$ cat config.mk
export PLATFORM = sky130hd
export DESIGN_NAME = framed_packet_receiver_top
export DESIGN_NICKNAME = d
export VERILOG_FILES = /design/src/fpr_pkg.sv /design/src/fpr_parser.sv /design/src/fpr_fifo.sv /design/src/fpr_out.sv /design/src/framed_packet_receiver_top.sv
export SDC_FILE = /design/constraint.sdc
export NUM_CORES = 1
export LEC_CHECK = 0
export ABC_AREA = 0
export BUFFER_PORTS_ARGS = -buffer_cell sky130_fd_sc_hd__clkbuf_2
export CELL_PAD_IN_SITES_DETAIL_PLACEMENT = 0
export CELL_PAD_IN_SITES_GLOBAL_PLACEMENT = 2
export CORE_ASPECT_RATIO = 1.75
export CORE_MARGIN = 2
export CORE_UTILIZATION = 30
export DETAILED_ROUTE_END_ITERATION = 10
export GPL_ROUTABILITY_DRIVEN = 1
export GPL_TIMING_DRIVEN = 0
export PLACE_DENSITY = 0.63
export SKIP_CTS_REPAIR_TIMING = 1
export SYNTH_ARGS = -nofsm -noshare
export SYNTH_HDL_FRONTEND = slang
export SYNTH_SLANG_ARGS = --single-unit
$ cat constraint.sdc
create_clock -name clock -period 10 [get_ports clock]
set_input_delay 1 -clock clock [delete_from_list [all_inputs] [get_ports clock]]
set_output_delay 1 -clock clock [all_outputs]
set_load 0.1 [all_outputs]
$ cat src/fpr_pkg.sv
// shared types and constants for the framed packet receiver
// no dependencies; imported by every module of the block
`default_nettype none

package fpr_pkg;

   // frame layout
   localparam logic [7:0] HDR0 = 8'hEF;
   localparam logic [7:0] HDR1 = 8'h01;
   localparam int unsigned SUM_START      = 6;   // first summed byte, also the type byte
   localparam int unsigned LEN_HI_IDX     = 7;
   localparam int unsigned LEN_LO_IDX     = 8;
   localparam int unsigned FRAME_OVERHEAD = 9;

   // defaults for top level parameters
   localparam int unsigned MAX_PACKET_DEF  = 128;
   localparam int unsigned QUEUE_DEPTH_DEF = 4;

   localparam logic [15:0] TIMEOUT_RESET = 16'd1000;

   // input item kinds
   localparam logic ACT_BYTE = 1'b0;
   localparam logic ACT_TICK = 1'b1;

   // result kinds
   localparam logic KIND_BYTE = 1'b0;
   localparam logic KIND_END  = 1'b1;

   // end status codes
   localparam logic [1:0] ST_OK        = 2'd0;
   localparam logic [1:0] ST_CSUM_ERR  = 2'd1;
   localparam logic [1:0] ST_TIMEOUT   = 2'd2;
   localparam logic [1:0] ST_MALFORMED = 2'd3;

   localparam int unsigned RSP_DATA_W = 40;

   typedef struct packed {
      logic       kind;
      logic [7:0] byte_value;
      logic [6:0] byte_index;
      logic [1:0] status;
      logic [7:0] packet_total;
      logic [7:0] packet_flag;
   } rsp_type;

endpackage

`default_nettype wire

$ cat src/fpr_parser.sv
// front end: frame sync, length check, checksum sum and tick timeout
// depends on fpr_pkg; one item per cycle, pushes at most one result
`default_nettype none

module fpr_parser
   import fpr_pkg::*;
#(
   parameter int unsigned MAX_PACKET = MAX_PACKET_DEF
) (
   input  wire logic        clock,
   input  wire logic        reset,
   input  wire logic        item_valid,
   input  wire logic        action,
   input  wire logic [7:0]  rx_byte,
   input  wire logic        cfg_write,
   input  wire logic [15:0] cfg_data,
   output      logic        push,
   output      rsp_type     result
);

   localparam int unsigned CNT_W = $clog2(MAX_PACKET);
   localparam int unsigned TOT_W = $clog2(MAX_PACKET + 1);

   logic [CNT_W-1:0] count_ff, count_in;
   logic [7:0]       first_ff, first_in;
   logic [7:0]       len_hi_ff, len_hi_in;
   logic [7:0]       csum_hi_ff, csum_hi_in;
   logic [7:0]       type_ff, type_in;
   logic [15:0]      sum_ff, sum_in;
   logic [15:0]      tick_ff, tick_in;
   logic [15:0]      timeout_ff, timeout_in;
   logic [CNT_W-1:0] end_idx_ff, end_idx_in;
   logic             len_known_ff, len_known_in;

   logic [15:0]      tick_inc;
   logic [15:0]      len_field;
   logic [16:0]      len_total;
   logic             malformed;
   logic [TOT_W-1:0] total;
   logic             clear;

   assign tick_inc  = (tick_ff == 16'hFFFF) ? tick_ff : tick_ff + 16'd1;
   assign len_field = {len_hi_ff, rx_byte};
   assign len_total = 17'(len_field) + 17'(FRAME_OVERHEAD);
   assign malformed = (len_field < 16'd2) || (len_total > 17'(MAX_PACKET));
   assign total     = TOT_W'(end_idx_ff) + TOT_W'(1);
   assign timeout_in = cfg_write ? cfg_data : timeout_ff;

   always_comb begin
      count_in     = count_ff;
      first_in     = first_ff;
      len_hi_in    = len_hi_ff;
      csum_hi_in   = csum_hi_ff;
      type_in      = type_ff;
      sum_in       = sum_ff;
      tick_in      = tick_ff;
      end_idx_in   = end_idx_ff;
      len_known_in = len_known_ff;
      clear        = 1'b0;
      push         = 1'b0;
      result       = '0;
      if (item_valid) begin
         if (action == ACT_TICK) begin
            tick_in = tick_inc;
            if (tick_inc >= timeout_ff) begin
               push          = 1'b1;
               result.kind   = KIND_END;
               result.status = ST_TIMEOUT;
               clear         = 1'b1;
            end
         end else if (count_ff == CNT_W'(0)) begin
            first_in = rx_byte;
            count_in = CNT_W'(1);
         end else if (count_ff == CNT_W'(1)) begin
            if (first_ff == HDR0 && rx_byte == HDR1) begin
               count_in = CNT_W'(2);
            end else begin
               count_in = '0;
               first_in = '0;
            end
         end else begin
            if (count_ff == CNT_W'(SUM_START)) begin
               type_in = rx_byte;
            end
            if (count_ff == CNT_W'(LEN_HI_IDX)) begin
               len_hi_in = rx_byte;
            end
            if (len_known_ff && count_ff == end_idx_ff) begin
               // last checksum byte closes the packet
               push               = 1'b1;
               result.kind        = KIND_END;
               result.packet_flag = type_ff;
               if ({csum_hi_ff, rx_byte} == sum_ff) begin
                  result.status       = ST_OK;
                  result.packet_total = 8'(total);
               end else begin
                  result.status = ST_CSUM_ERR;
               end
               clear = 1'b1;
            end else if (count_ff == CNT_W'(LEN_LO_IDX) && malformed) begin
               push               = 1'b1;
               result.kind        = KIND_END;
               result.status      = ST_MALFORMED;
               result.packet_flag = type_ff;
               clear              = 1'b1;
            end else begin
               if (count_ff == CNT_W'(LEN_LO_IDX)) begin
                  len_known_in = 1'b1;
                  end_idx_in   = CNT_W'(len_total - 17'd1);
               end
               if (len_known_ff && count_ff == end_idx_ff - CNT_W'(1)) begin
                  csum_hi_in = rx_byte;
               end else if (count_ff >= CNT_W'(SUM_START)) begin
                  sum_in = sum_ff + 16'(rx_byte);
               end
               count_in          = count_ff + CNT_W'(1);
               push              = 1'b1;
               result.kind       = KIND_BYTE;
               result.byte_value = rx_byte;
               result.byte_index = 7'(count_ff);
            end
         end
      end
      if (clear) begin
         count_in     = '0;
         first_in     = '0;
         len_hi_in    = '0;
         csum_hi_in   = '0;
         type_in      = '0;
         sum_in       = '0;
         tick_in      = '0;
         end_idx_in   = '0;
         len_known_in = 1'b0;
      end
   end

   always_ff @(posedge clock) begin
      if (reset) begin
         count_ff     <= '0;
         first_ff     <= '0;
         len_hi_ff    <= '0;
         csum_hi_ff   <= '0;
         type_ff      <= '0;
         sum_ff       <= '0;
         tick_ff      <= '0;
         timeout_ff   <= TIMEOUT_RESET;
         end_idx_ff   <= '0;
         len_known_ff <= 1'b0;
      end else begin
         count_ff     <= count_in;
         first_ff     <= first_in;
         len_hi_ff    <= len_hi_in;
         csum_hi_ff   <= csum_hi_in;
         type_ff      <= type_in;
         sum_ff       <= sum_in;
         tick_ff      <= tick_in;
         timeout_ff   <= timeout_in;
         end_idx_ff   <= end_idx_in;
         len_known_ff <= len_known_in;
      end
   end

endmodule

`default_nettype wire

$ cat src/fpr_fifo.sv
// short result queue between the parser and the output stage
// depends on fpr_pkg for the result type
`default_nettype none

module fpr_fifo
   import fpr_pkg::*;
#(
   parameter int unsigned DEPTH = QUEUE_DEPTH_DEF
) (
   input  wire logic    clock,
   input  wire logic    reset,
   input  wire logic    push,
   input  wire rsp_type push_data,
   input  wire logic    pop,
   output      logic    full,
   output      logic    not_empty,
   output      rsp_type head
);

   localparam int unsigned PTR_W = (DEPTH > 1) ? $clog2(DEPTH) : 1;
   localparam int unsigned CNT_W = $clog2(DEPTH + 1);

   rsp_type          entry_ff [DEPTH];
   logic [PTR_W-1:0] wr_ptr_ff, wr_ptr_in;
   logic [PTR_W-1:0] rd_ptr_ff, rd_ptr_in;
   logic [CNT_W-1:0] fill_ff, fill_in;
   logic             do_push, do_pop;

   assign full      = (fill_ff == CNT_W'(DEPTH));
   assign not_empty = (fill_ff != '0);
   assign head      = entry_ff[rd_ptr_ff];
   assign do_push   = push && !full;
   assign do_pop    = pop && not_empty;

   always_comb begin
      wr_ptr_in = wr_ptr_ff;
      rd_ptr_in = rd_ptr_ff;
      fill_in   = fill_ff;
      if (do_push) begin
         wr_ptr_in = (wr_ptr_ff == PTR_W'(DEPTH - 1)) ? '0 : wr_ptr_ff + PTR_W'(1);
      end
      if (do_pop) begin
         rd_ptr_in = (rd_ptr_ff == PTR_W'(DEPTH - 1)) ? '0 : rd_ptr_ff + PTR_W'(1);
      end
      if (do_push && !do_pop) begin
         fill_in = fill_ff + CNT_W'(1);
      end else if (do_pop && !do_push) begin
         fill_in = fill_ff - CNT_W'(1);
      end
   end

   always_ff @(posedge clock) begin
      if (do_push) begin
         entry_ff[wr_ptr_ff] <= push_data;
      end
   end

   always_ff @(posedge clock) begin
      if (reset) begin
         wr_ptr_ff <= '0;
         rd_ptr_ff <= '0;
         fill_ff   <= '0;
      end else begin
         wr_ptr_ff <= wr_ptr_in;
         rd_ptr_ff <= rd_ptr_in;
         fill_ff   <= fill_in;
      end
   end

endmodule

`default_nettype wire

$ cat src/fpr_out.sv
// back end: output register that drains the queue onto the result stream
// depends on fpr_pkg for the result type and tdata width
`default_nettype none

module fpr_out
   import fpr_pkg::*;
(
   input  wire logic                  clock,
   input  wire logic                  reset,
   input  wire logic                  q_not_empty,
   input  wire rsp_type               q_head,
   output      logic                  q_pop,
   output      logic                  rsp_tvalid,
   input  wire logic                  rsp_tready,
   output      logic [RSP_DATA_W-1:0] rsp_tdata,
   output      logic                  rsp_tuser
);

   logic    valid_ff, valid_in;
   rsp_type data_ff, data_in;

   assign q_pop    = q_not_empty && (!valid_ff || rsp_tready);
   assign valid_in = q_pop ? 1'b1 : (valid_ff && !rsp_tready);
   assign data_in  = q_pop ? q_head : data_ff;

   always_ff @(posedge clock) begin
      if (reset) begin
         valid_ff <= 1'b0;
      end else begin
         valid_ff <= valid_in;
      end
   end

   always_ff @(posedge clock) begin
      data_ff <= data_in;
   end

   assign rsp_tvalid = valid_ff;
   assign rsp_tuser  = data_ff.kind;
   assign rsp_tdata  = {7'd0, data_ff.packet_flag, data_ff.packet_total, data_ff.status,
                        data_ff.byte_index, data_ff.byte_value};

endmodule

`default_nettype wire

$ cat src/framed_packet_receiver_top.sv
// framed packet receiver: EF 01 header sync, 16-bit sum checksum, tick timeout
// a result goes from the parser through the result queue and the output register
// throughput: one item per cycle; req_tready drops only while the result queue is full
// reset: synchronous active high, clears parser progress, queue and output register,
// and loads timeout_ticks with 1000
`default_nettype none

module framed_packet_receiver_top
   import fpr_pkg::*;
#(
   parameter int unsigned MAX_PACKET  = MAX_PACKET_DEF,  // largest legal frame in bytes
   parameter int unsigned QUEUE_DEPTH = QUEUE_DEPTH_DEF  // result queue entries
) (
   input  wire logic                  clock,
   input  wire logic                  reset,

   // input stream: one byte or one millisecond tick per transfer
   input  wire logic                  req_tvalid,
   output      logic                  req_tready,
   input  wire logic [7:0]            req_tdata,   // [7:0] rx_byte
   input  wire logic                  req_tuser,   // [0] action (0 byte, 1 tick)

   // result stream: byte reports and packet end reports
   output      logic                  rsp_tvalid,
   input  wire logic                  rsp_tready,
   output      logic [RSP_DATA_W-1:0] rsp_tdata,   // [7:0] byte_value, [14:8] byte_index,
                                                   // [16:15] status, [24:17] packet_total,
                                                   // [32:25] packet_flag, [39:33] zero
   output      logic                  rsp_tuser,   // [0] kind (0 byte, 1 end)

   // timeout_ticks register write
   input  wire logic                  csr_valid,
   output      logic                  csr_ready,
   input  wire logic [15:0]           csr_data
);

   logic    q_full;
   logic    q_not_empty;
   logic    q_pop;
   logic    parse_push;
   logic    item_valid;
   rsp_type parse_result;
   rsp_type q_head;

   // front end takes a transfer whenever the queue has room, even if the
   // output register is still holding a result
   assign req_tready = !q_full;
   assign item_valid = req_tvalid && req_tready;

   // register writes are always taken
   assign csr_ready = 1'b1;

   // parser: all frame state lives here, one item resolved per cycle while the queue has room
   fpr_parser #(
      .MAX_PACKET (MAX_PACKET)
   ) u_parser (
      .clock      (clock),
      .reset      (reset),
      .item_valid (item_valid),
      .action     (req_tuser),
      .rx_byte    (req_tdata),
      .cfg_write  (csr_valid),
      .cfg_data   (csr_data),
      .push       (parse_push),
      .result     (parse_result)
   );

   // queue decouples the parser from output backpressure
   fpr_fifo #(
      .DEPTH (QUEUE_DEPTH)
   ) u_fifo (
      .clock     (clock),
      .reset     (reset),
      .push      (parse_push),
      .push_data (parse_result),
      .pop       (q_pop),
      .full      (q_full),
      .not_empty (q_not_empty),
      .head      (q_head)
   );

   // output register packs the result onto the stream
   fpr_out u_out (
      .clock       (clock),
      .reset       (reset),
      .q_not_empty (q_not_empty),
      .q_head      (q_head),
      .q_pop       (q_pop),
      .rsp_tvalid  (rsp_tvalid),
      .rsp_tready  (rsp_tready),
      .rsp_tdata   (rsp_tdata),
      .rsp_tuser   (rsp_tuser)
   );

endmodule

`default_nettype wire
=== Word-level counts from Yosys, hierarchy flattened ===
Memory sizes are Yosys's and may differ from the RTL's. A register that Yosys moved wholly into a read port is not among the register bits.
Cells that the tools add are included.

* Register bits after elaboration: 103
* Latch bits: 0
* Bits in writable memories: 136
* Bits in read-only memories: 0
* Bits of input ports: 30
* Logic and storage cells: 127
* Memories kept: 1

* $add $sub $neg: 11
* $mul: 0
* Divide/modulo/power cells: 0
* Order comparisons: 4
* Eq/ne operators: 16
* Shift-type cells: 0
* Multiplexer cells: 44
* Bitwise gates (word level): 6
* Reduce and logical (&&, ||, !) cells: 31

{| class="wikitable"
|+ Memories
! memory !! depth !! bits a word !! rd ports !! clocked after memory_dff !! write ports !! RTL line !! RTL
|-
| u_fifo.entry_ff || 4 || 34 || 1 || 1 || 1 || fpr_fifo.sv:23 || <nowiki>rsp_type entry_ff [DEPTH];</nowiki>
|}

{| class="wikitable"
|+ Operators with widths
! operator !! count
|-
| 34-bit two-way mux || 3
|-
| 8-bit two-way mux || 7
|-
| 15-bit two-way mux || 3
|-
| 16-bit two-way mux || 2
|-
| 7-bit two-way mux || 4
|-
| 16-bit by 4-bit adder with 17-bit output (second input constant) || 1
|-
| 17-bit by 8-bit > comparator with 1-bit output (second input constant) || 1
|-
| 16-bit by 1-bit adder with 16-bit output (second input constant) || 1
|-
| 16-bit by 8-bit adder with 16-bit output || 1
|-
| 16-bit == test || 1
|-
| 16-bit == test (second input constant) || 1
|-
| 16-bit >= comparator || 1
|-
| 16-bit by 2-bit < comparator with 1-bit output (second input constant) || 1
|-
| 1-bit two-way mux || 16
|-
| 7-bit by 3-bit == test with 1-bit output (second input constant) || 2
|-
| 7-bit == test || 2
|-
| 2-bit two-way mux || 7
|-
| 7-bit AND reduction || 2
|-
| 7-bit by 1-bit subtractor with 7-bit output (second input constant) || 2
|-
| 1-bit logical AND || 11
|-
| 5-bit AND reduction || 2
|-
| 7-bit by 1-bit adder with 8-bit output (second input constant) || 1
|-
| 8-bit by 1-bit == test with 1-bit output (second input constant) || 1
|-
| 8-bit == test (second input constant) || 1
|-
| 22 further kinds || 38
|}

=== Longest topological paths before layout ===
Gate-level depths: netlist (run 1).

* Word-level depth: 11
* Mapped depth: 20
* Depth with buffers taken out: 20

=== Cells and area by module ===
From an unflattened synthesis (run 1), not the netlist that was laid out.

* Cells, all modules: 1013
* Area total of the unflattened synthesis: 12637.1 µm²

{| class="wikitable"
|+ Modules (own cells, without submodules)
! module !! times used !! cells an instance !! area each (µm²) !! seq. area each (µm²)
|-
| fpr_parser || 1 || 734 || 6072.1 || 1901.8
|-
| fpr_fifo || 1 || 228 || 5411.4 || 4264.1
|-
| fpr_out || 1 || 47 || 1132.3 || 1041.0
|-
| framed_packet_receiver_top || 1 || 4 || 21.3 || 0.0
|}

=== Least setup slack after synthesis (run 1) ===
OpenSTA, ideal clock, no wires.

* Path kind: reg2reg
* From: register u_parser.tick_ff[3]
* To: memory u_fifo.entry_ff[0][0] (netlist name), enable pin
* Setup time: 0.394 ns
* Data arrival time: 4.039 ns
* Data required time: 9.606 ns
* Setup slack: 5.566 ns
* Stages on the path, launching flop included: 16
* Buffers on the path: 1
* Path through: dfxtp_1 clkbuf_1 nand4_1 nor4_2 nand3_1 nand2_1 nor2_1 nand3_1 xnor2_1 ha_1 and4_1 nand4_1 a2111oi_0 a22oi_1 nand2_1 and2_1

* Longest elaborated chain between the ends: 9

{| class="wikitable"
|+ Ends and longest elaborated chain
! element !! RTL line !! RTL
|-
| start: declaration || fpr_parser.sv:30 || <nowiki>logic [15:0] tick_ff, tick_in;</nowiki>
|-
| start signal: assignment || fpr_parser.sv:156 || <nowiki>tick_ff <= tick_in;</nowiki>
|-
| 16-bit by 1-bit adder with 16-bit output or 16-bit == test (tied branches) || fpr_parser.sv:42 || <nowiki>assign tick_inc = (tick_ff == 16'hFFFF) ? tick_ff : tick_ff + 16'd1;</nowiki>
|-
| 16-bit two-way mux * || fpr_parser.sv:42 ||
|-
| net u_parser.tick_inc[9] || fpr_parser.sv:35 || <nowiki>logic [15:0] tick_inc;</nowiki>
|-
| 16-bit >= comparator * || fpr_parser.sv:65 || <nowiki>if (tick_inc >= timeout_ff) begin</nowiki>
|-
| 1-bit two-way mux * || fpr_parser.sv:65 ||
|-
| 1-bit two-way mux * || fpr_parser.sv:63 || <nowiki>if (action == ACT_TICK) begin</nowiki>
|-
| 1-bit two-way mux * || fpr_parser.sv:62 || <nowiki>if (item_valid) begin</nowiki>
|-
| 1-bit logical AND * || fpr_fifo.sv:32 || <nowiki>assign do_push = push && !full;</nowiki>
|-
| net u_fifo.do_push || fpr_fifo.sv:27 || <nowiki>logic do_push, do_pop;</nowiki>
|-
| 1-bit two-way mux * || fpr_fifo.sv:53 || <nowiki>if (do_push) begin</nowiki>
|-
| 1-bit two-way mux (implied by the code) * || fpr_fifo.sv:54 || <nowiki>entry_ff[wr_ptr_ff] <= push_data;</nowiki>
|-
| end: declaration || fpr_fifo.sv:23 ||
|}

Mark *: on every way through the listed nets, which the timed path passes. The rest lies on a longest branch.

=== Worst setup path in the final report (run 1) ===
* From: register u_parser.tick_ff[3]
* To: register u_fifo.fill_ff[2]

* Longest elaborated chain between the ends: 10

{| class="wikitable"
|+ Ends and longest elaborated chain
! element !! RTL line !! RTL
|-
| 16-bit by 1-bit adder with 16-bit output or 16-bit == test (tied branches) || fpr_parser.sv:42 ||
|-
| 16-bit two-way mux * || fpr_parser.sv:42 ||
|-
| net u_parser.tick_inc[9] || fpr_parser.sv:35 ||
|-
| 16-bit >= comparator * || fpr_parser.sv:65 ||
|-
| 1-bit two-way mux * || fpr_parser.sv:65 ||
|-
| 1-bit two-way mux * || fpr_parser.sv:63 ||
|-
| 1-bit two-way mux * || fpr_parser.sv:62 ||
|-
| 1-bit logical AND * || fpr_fifo.sv:32 ||
|-
| net u_fifo.do_push || fpr_fifo.sv:27 ||
|-
| 1-bit zero test || fpr_fifo.sv:47 || <nowiki>end else if (do_pop && !do_push) begin</nowiki>
|-
| 1-bit logical AND || fpr_fifo.sv:47 ||
|-
| 2-bit nonzero test (no line) || -- ||
|-
| end signal: assignment || fpr_fifo.sv:66 || <nowiki>fill_ff <= fill_in;</nowiki>
|-
| end: declaration || fpr_fifo.sv:26 || <nowiki>logic [CNT_W-1:0] fill_ff, fill_in;</nowiki>
|}

Marks and branches as above.
A chain may end at the register's enable or synchronous reset.

==> impl_summary.md, run 1 <==
Drt
The uppermost metal layer occupied by signal nets is met4. In the final routed layout, each cell accounts on average for 18.3 um. After detailed routing, the total wire length is 31200 um. The DRC violation count after routing is 0. After detailed routing, the number of vias per cell comes to 4.70. The met2 layer wire length in the routed design is 17600 um. The first detailed-routing pass took 4 iterations. The number of routed nets with antenna violations is 0. The number of vias in the routed layout is 8005. The wire length on met3 is 763 um.

The violation count after the first detailed-route iteration is 330. The wire length the detailed router placed on met1 is 12000 um.

Timing
For the pin with the worst max-slew slack, the measured transition is 1.17 ns. Setup repair after global routing left no endpoint under its margin. The final count of pins violating max slew is 0.

The setup TNS is 0 ns. Dividing the final minimum period by the clock period gives 0.523. Subtracting the final worst setup slack from the clock period gives 5.23 ns.

The number of endpoints failing setup at the final stage is 0. The worst-case hold slack is 0.470 ns. Setup slack closes at 4.77 ns. The highest achievable clock rate is 191 MHz. The clock arrives with 0.00789 ns of skew.

The worst slew margin relative to its limit is 0.210. The final count of hold timing violations is 0.

Global route
The number of antenna violations at the first check in global routing is 0. The final global-route overflow total is 0. Across every metal layer, demand over resource in global routing totals 0.147.

The via count of the first global-routing pass is 8384. Entering global routing, the biggest net connects 30 pins. The global-route wire length before repair is 48200 um.

Floorplan
The height of the chip is 273 um. Pin placement for this block handled 74 I/O pins. The placement row count is 98. The core region is 0.0408 sq mm.

The initial utilization of the core area, before any placement, comes to 0.305. The chip width is 158 um. The die area is 0.0432 sq mm.

Cells and area
For this run, the post-layout net count is 1203. The area of the multi-input gates is 0.00490 sq mm. Summing all flip-flop and latch instances after layout gives 0.00717 sq mm. After filler insertion, the fill cell instance count of the layout stands at 4058. The area added between synthesis and finish is 16.9%. The final cell area excluding filler cells is 0.0145 sq mm. The fraction of layout cells with a size suffix above 1 is 0.165. The repair_antennas step left the layout with diodes totalling 0.

CTS
The clock tree from TritonCTS is yes. The clock-pin slew of the registers on the worst-case setup and hold paths is 0.07 ns. In this run the number of H-tree levels came out at 1. The buffer levels on the longest clock path is 3.

The clock drives 273 sinks. Clock latency on the worst-skew pair, taken at its later pin, is 0.55 ns. The root buffer cell chosen for the clock tree is clkbuf_16.

Counting the buffers created by CTS gives 28.

Run
Max-cap violations in this run came to 0.

Critical path
Data on the critical path is required at its endpoint by 10.48 ns. For this run, the slowest stage of the critical path takes 0.60 ns. Walking the worst path, the cells encountered are clkbuf_1, nand4_1, nor4_2, nand3_1, nand2_1, nor2_1, nand3_1, xnor2_1, ha_1, and4_1, nand4_1, a2111oi_0, a22oi_1, nand2_1, ha_1, inv_1, fa_1, xor2_1, or3_1, a21oi_1. The arrival time at the worst endpoint is 5.71 ns. In this run the worst path has a maximum fanout of 9.

The critical path contains buffers and inverters numbering 2 combined. The launching element type of the critical path is a flip-flop. The critical path's top delay family is simple AND/OR/NAND/NOR gates. The slowest stage cell on the critical path is nor4_2. The worst setup path is captured at a flip-flop. The critical path is of the flip-flop to flip-flop type.

Synth
Yosys mapped a number of flops with a built-in enable equal to 170. The number of warnings issued by yosys is 0. The most used flip-flop cell after synthesis is edfxtp_1. Yosys mapped the design onto 67 distinct sky130hd cell types. The synthesized netlist occupies a cell area of 0.0124 sq mm. The number of register bits inferred by synthesis is 273.

The count of mapped cells out of synthesis is 1027. The post-synthesis average cell area is 12.1 sq um. The fraction of registers with async set/reset is 0. For this run, the register share of the synthesized area comes to 0.576.

Placement
The routability-driven placement congestion ratio is 0.779. Once placement finished, the instance area stood at 0.0136 sq mm. The placed wire-length estimate is 22600 um. Timing analysis after detailed placement gives a worst setup slack of 4.66 ns. The total of buffers placed on input and output ports is 64.

Pwr
In this run the static leakage power is 0.00540 uW. The worst-case vdd ir drop is 0.165 mV. Power spread over the standard cell area amounts to 258 mW/mm^2.

Run status
The run finished with clean final reports.

Min path
The type of the worst min-delay path is flip-flop to flip-flop.
-- kinds of logic after synthesis --
family | after synthesis | share of synthesized area
AND/OR/NAND/NOR | 336 | 0.130
flip-flops | 273 | 0.576
AO/OA/AOI/OAI | 136 | 0.0734
buffers and inverters | 93 | 0.0326
multiplexers | 75 | 0.0948
XOR/XNOR | 71 | 0.0500
adder cells (fa/ha/maj) | 41 | 0.0425
other | 2 | 0.000604
-- area by class of cell --
type                            instances  area share
Clock inverter                         16      0.0128
Buffer                                 59      0.0191
Timing Repair Buffer                   69      0.0289
Tap cell                              550      0.0474
Multi-Input combinational cell        667       0.337
Sequential cell                       273       0.493
Clock buffer                           36      0.0524
Inverter                               34     0.00878
-- flip-flops by register name (all words and copies together) (netlist names) --
signal / count
u_parser.csum_hi_ff: 8
u_out.rsp_tdata: 33
u_fifo.fill_ff: 3
u_out.rsp_tuser: 1
u_parser.tick_ff: 16
u_parser.count_ff: 7
u_parser.len_hi_ff: 8
u_parser.end_idx_ff: 7
u_out.rsp_tvalid: 1
u_parser.len_known_ff: 1
u_fifo.rd_ptr_ff: 2
u_fifo.entry_ff: 136
u_parser.first_ff: 8
u_fifo.wr_ptr_ff: 2
u_parser.type_ff: 8
u_parser.sum_ff: 16
u_parser.timeout_ff: 16
-- cell usage after synthesis, drive strengths merged, types with 3 or more instances --
cell type	number	area share
or3	5	0.0025
xnor2	41	0.029
buf	28	0.013
o2111ai	3	0.0026
clkbuf	31	0.0094
ha	39	0.039
nand2	76	0.023
nand4	15	0.0080
mux4	34	0.062
o21ai	34	0.014
a211oi	9	0.0058
nand3b	3	0.0018
nor3	18	0.0072
a22oi	9	0.0054
nor2b	4	0.0020
and3	16	0.0081
a21o	3	0.0018
nor2	108	0.033
nor3b	3	0.0022
inv	34	0.010
dfxtp	103	0.17
or4	3	0.0018
xor2	30	0.021
and2	21	0.011
a2111oi	5	0.0050
nor4	12	0.0070
o211ai	8	0.0048
o21a	7	0.0042
nand3	44	0.018
a31oi	4	0.0020
nand2b	4	0.0020
a21oi	39	0.017
edfxtp	170	0.41
mux2i	39	0.031
-- stage by stage --
step	total power, uW	utilization	instances
3_3_place_gp	2700	0.330	1647
4_1_cts	3820	0.356	1704
2_1_floorplan	2450	-	1033
3_5_place_dp	2720	0.333	1652
6_report	3750	0.356	1704
5_1_grt	3920	0.356	1704
-- worst paths after layout --
| check | to | startpoint | cells past startpoint | slack, ns |
|---|---|---|---|---|
| hold / removal | u_parser.csum_hi_ff[7]$_SDFFE_PP0P_ | u_parser.csum_hi_ff[7]$_SDFFE_PP0P_ | 2 | 0.47 |
| setup / recovery | u_fifo.fill_ff[2]$_SDFFE_PP0P_ | u_parser.tick_ff[3]$_SDFFE_PP0P_ | 20 | 4.77 |
| setup reg to reg | u_fifo.fill_ff[2]$_SDFFE_PP0P_ | u_parser.tick_ff[3]$_SDFFE_PP0P_ | 20 | 4.77 |
| hold reg to reg | u_parser.csum_hi_ff[7]$_SDFFE_PP0P_ | u_parser.csum_hi_ff[7]$_SDFFE_PP0P_ | 2 | 0.47 |
-- worst register-to-register path: stages, from the launching register on --
cell       delay, ns
dfxtp_1         0.31
clkbuf_1        0.27
nand4_1         0.23
nor4_2          0.60
nand3_1         0.41
nand2_1         0.23
nor2_1          0.12
nand3_1         0.12
xnor2_1         0.07
ha_1            0.29
and4_1          0.21
nand4_1         0.11
a2111oi_0       0.35
a22oi_1         0.26
nand2_1         0.29
ha_1            0.24
inv_1           0.06
fa_1            0.38
xor2_1          0.17
or3_1           0.30
a21oi_1         0.13
-- routing by layer --
layer | GRT usage | vias to the layer above
met2 | 0.293 | 132
li1 | - | 3942
met5 | 0 | -
met4 | 0.0476 | 0
met3 | 0.0161 | 48
met1 | 0.156 | 3883
-- power breakdown --
| part | internal, uW | switching, uW |
|---|---|---|
| Sequential | 1380 | 58.0 |
| Combinational | 294 | 934 |
| Clock | 641 | 448 |
-- cell usage in the layout, fill, tap and decap left out, types with 16 or more instances in the layout --
| cell type | instances |
|---|---|
| dfxtp_1 | 103 |
| ha_1 | 39 |
| and2_1 | 16 |
| xnor2_1 | 41 |
| clkbuf_2 | 64 |
| nor2_1 | 108 |
| o21ai_0 | 30 |
| clkbuf_1 | 37 |
| edfxtp_1 | 170 |
| a21oi_1 | 36 |
| inv_1 | 34 |
| nor3_1 | 18 |
| clkbuf_16 | 29 |
| mux4_2 | 34 |
| and3_1 | 16 |
| nand3_1 | 43 |
| nand2_1 | 76 |
| mux2i_1 | 39 |
| xor2_1 | 30 |
Power figures use the tool's default switching activity.
==> run 2: changes to the inputs <==
==> constraint.sdc (replaced) <==
create_clock -name clock -period 5.1 [get_ports clock]
set_input_delay 0.51 -clock clock [delete_from_list [all_inputs] [get_ports clock]]
set_output_delay 0.51 -clock clock [all_outputs]
set_load 0.1 [all_outputs]
==> run 2 against run 1 <==
Count of clock-buffer cells in the layout stayed put; clock skew is essentially flat; via count rose by 0.62%; combinational power rose by 96%; non-clock buffer count up 2; utilization is 0.12 points higher; final area increased by 0.33%; power increased by 96%; fmax up 12%.
==> impl_summary.md, run 2 (synthesized netlist as in run 1, its figures left out) <==
Global route
Summed over all layers, the global routing overflow is 0. The number of antenna violations at the first check in global routing is 0. The maximum number of pins on one net before global-route repair is 30. The peak-usage layer in the global routing report is met2.

In the global route stage, met1 resource usage came out at 0.156. For this run, the total global-route usage over all layers was measured as 0.147. The global-route met3 utilization is 0.0161. The via count of the first global-routing pass was 8384. The global-route wire length before repair is 48200 um.

The routing usage on met2 is 0.293.

Timing
The share of the clock period used by the worst path after layout is 0.912. The worst-case hold slack is 0.177 ns. The setup TNS is 0 ns. At the pin with the least slew margin, the transition time is 1.17 ns. The final count of hold timing violations is 0. The setup slack after layout is 0.448 ns. For this run, the top clock speed supported by timing is 215 MHz. Setup violations remaining at the end of the flow were counted as 0. The shortest period the worst path allows is 4.65 ns. The worst clock skew is 0.00795 ns.

The final count of pins violating max slew is 0. The worst slew margin relative to its limit is 0.214.

Floorplan
The initial cell density of the core is 0.305. The core region is 0.0408 sq mm. The height of the chip is 273 um. The chip width is 158 um. The placement row count is 98. The number of I/O pins is 74. The die area is 0.0432 sq mm.

Cells and area
The register with the most flip-flops in the layout has 136 of them. The number of diodes added for antenna fixing is 0. The top cell types in the final layout, fill and taps aside, are edfxtp_1 (170), nor2_1 (108), dfxtp_1 (103). The filler cells instantiated in the layout total 4056. The final net count is 1205. The count of placed standard cells in the final layout, fillers left out is 1706.

The fraction of layout cells with a size suffix above 1 is 0.171. Ranked by flip-flop count, first place goes to u_fifo.entry_ff. The library cell used most frequently in the layout, excluding fill and tap cells, is edfxtp_1. The area added between synthesis and finish is 17.2%.

Drt
In the routed design, unresolved DRC markers number 0. The number of routed nets with antenna violations is 0. The violation count after the first detailed-route iteration is 286. Using the TritonRoute via totals, the vias-per-cell ratio works out to 4.72. In the final routed layout, each cell accounts on average for 18.3 um. The final routed wirelength across all metal layers is 31300 um. The number of vias in the routed layout is 8055.

For this run, the detailed router's first-pass iteration total came to 4.

Critical path
The nature of the critical path endpoint is a flip-flop. The critical path's top delay family is simple AND/OR/NAND/NOR gates. The largest fanout on the critical path is 9.

The setup path with the least slack is of type flip-flop to flip-flop. The launching element type of the critical path is a flip-flop. The critical path contains buffers and inverters numbering 2 combined.

Traced cell by cell, the critical path runs through clkbuf_1, nand3_2, nor4_4, nand3_2, nand2_1, nor2_1, nand3_1, xnor2_1, ha_1, and4_1, nand4_1, a2111oi_1, a22oi_2, nand2_2, ha_1, inv_1, fa_1, xor2_1, or3_1, a21oi_1. The slowest stage of the critical path is the a2111oi_1 cell. The delay of the slowest cell on the worst path is 0.40 ns.

STA puts the critical path data required time at 5.57 ns. The arrival time at the worst endpoint is 5.13 ns.

CTS
After clock tree synthesis, the clock-pin slew on the worst setup and hold paths is 0.06 ns. CTS built an H-tree with a depth of 1. The clock root buffer is clkbuf_16. The total clock sinks is 273. The number of clock buffers inserted by TritonCTS is 28. TritonCTS built the clock tree. Clock latency on the worst-skew pair, taken at its later pin, is 0.55 ns. The clock passes through at most 3 buffers.

Min path
The path class of the tightest hold or removal check is input pin to flip-flop.

Placement
The worst setup timing slack at the placement stage is -0.236 ns. The routability-driven placement congestion ratio is 0.779. The total of buffers placed on input and output ports is 64. The number of placed instances with taps included is 1652. The HPWL after detailed placement is 22600 um.

Pwr
Dividing total power by cell area gives a power density of 505 mW/mm^2. The net switching power is 2820 uW. The fraction of power consumed by the clock network is 0.290. The internal power summed over all cells is 4530 uW. The fraction of power consumed by sequential logic is 0.382. The total chip power is 7360 uW. Of the total power, the share spent switching nets is 0.384. In this run the static leakage power is 0.00544 uW. The combinational share of power is 0.327. The worst-case vdd ir drop is 0.324 mV.

Run status
The run finished with clean final reports.

Run
Across the run, the number of max-cap violations was 0.
[run 2: cell count changes in the layout (fill, tap and decap cells not counted), moves of 2 or more]
cell,change
nand3_1,-2
buf_4,+3
clkbuf_1,-2
nand3_2,+2
[run 2: metal layers]
metal	routed length, um	vias up
li1	-	3946
met3	770	46
met4	847	0
met2	17700	130
met1	12000	3933
met5	0	-
[run 2: stage by stage]
stage               utilization  cell area [sq um]
CTS                       0.356              14500
global placement          0.330              13500
detailed placement        0.333              13600
global route              0.357              14600
finish                    0.357              14600
floorplan                     -              12500
[run 2: worst paths after layout]
| kind | from | endpoint | slack, ns | cells after the start |
|---|---|---|---|---|
| hold / removal | csr_data[6] | u_parser.timeout_ff[6]$_SDFFE_PP1P_ | 0.18 | 3 |
| setup reg to reg | u_parser.tick_ff[7]$_SDFFE_PP0P_ | u_fifo.fill_ff[2]$_SDFFE_PP0P_ | 0.45 | 20 |
| hold reg to reg | u_parser.csum_hi_ff[7]$_SDFFE_PP0P_ | u_parser.csum_hi_ff[7]$_SDFFE_PP0P_ | 0.47 | 2 |
| setup / recovery | u_parser.tick_ff[7]$_SDFFE_PP0P_ | u_fifo.fill_ff[2]$_SDFFE_PP0P_ | 0.45 | 20 |
[run 2: layout make-up]
class                   instances  area [sq um]  share of cell area
plain buffers                  58           275              0.0189
repair buffers                 72           443              0.0304
flip-flops and latches        273          7170               0.492
clock inverters                16           186              0.0128
clock buffers                  36           762              0.0523
multi-input cells             667          4930               0.338
well taps                     550           688              0.0472
inverters                      34           128             0.00875
[run 2: power groups by stage]
stage	Sequential [uW]	Clock (uW)	Combinational, uW
final	2810	2130	2410
after CTS	2820	2200	2470
after global routing	2840	2280	2570
after global placement	2880	0	2410
after detailed placement	2860	0	2460
after floorplan	3930	0	872
[run 2: worst min-delay path, delay by kind of cell]
kind                   cells  cell delay, ns
and+or+nand+nor            1            0.04
buffers and inverters      1            0.08
AOI/OAI and AO/OA          1            0.06
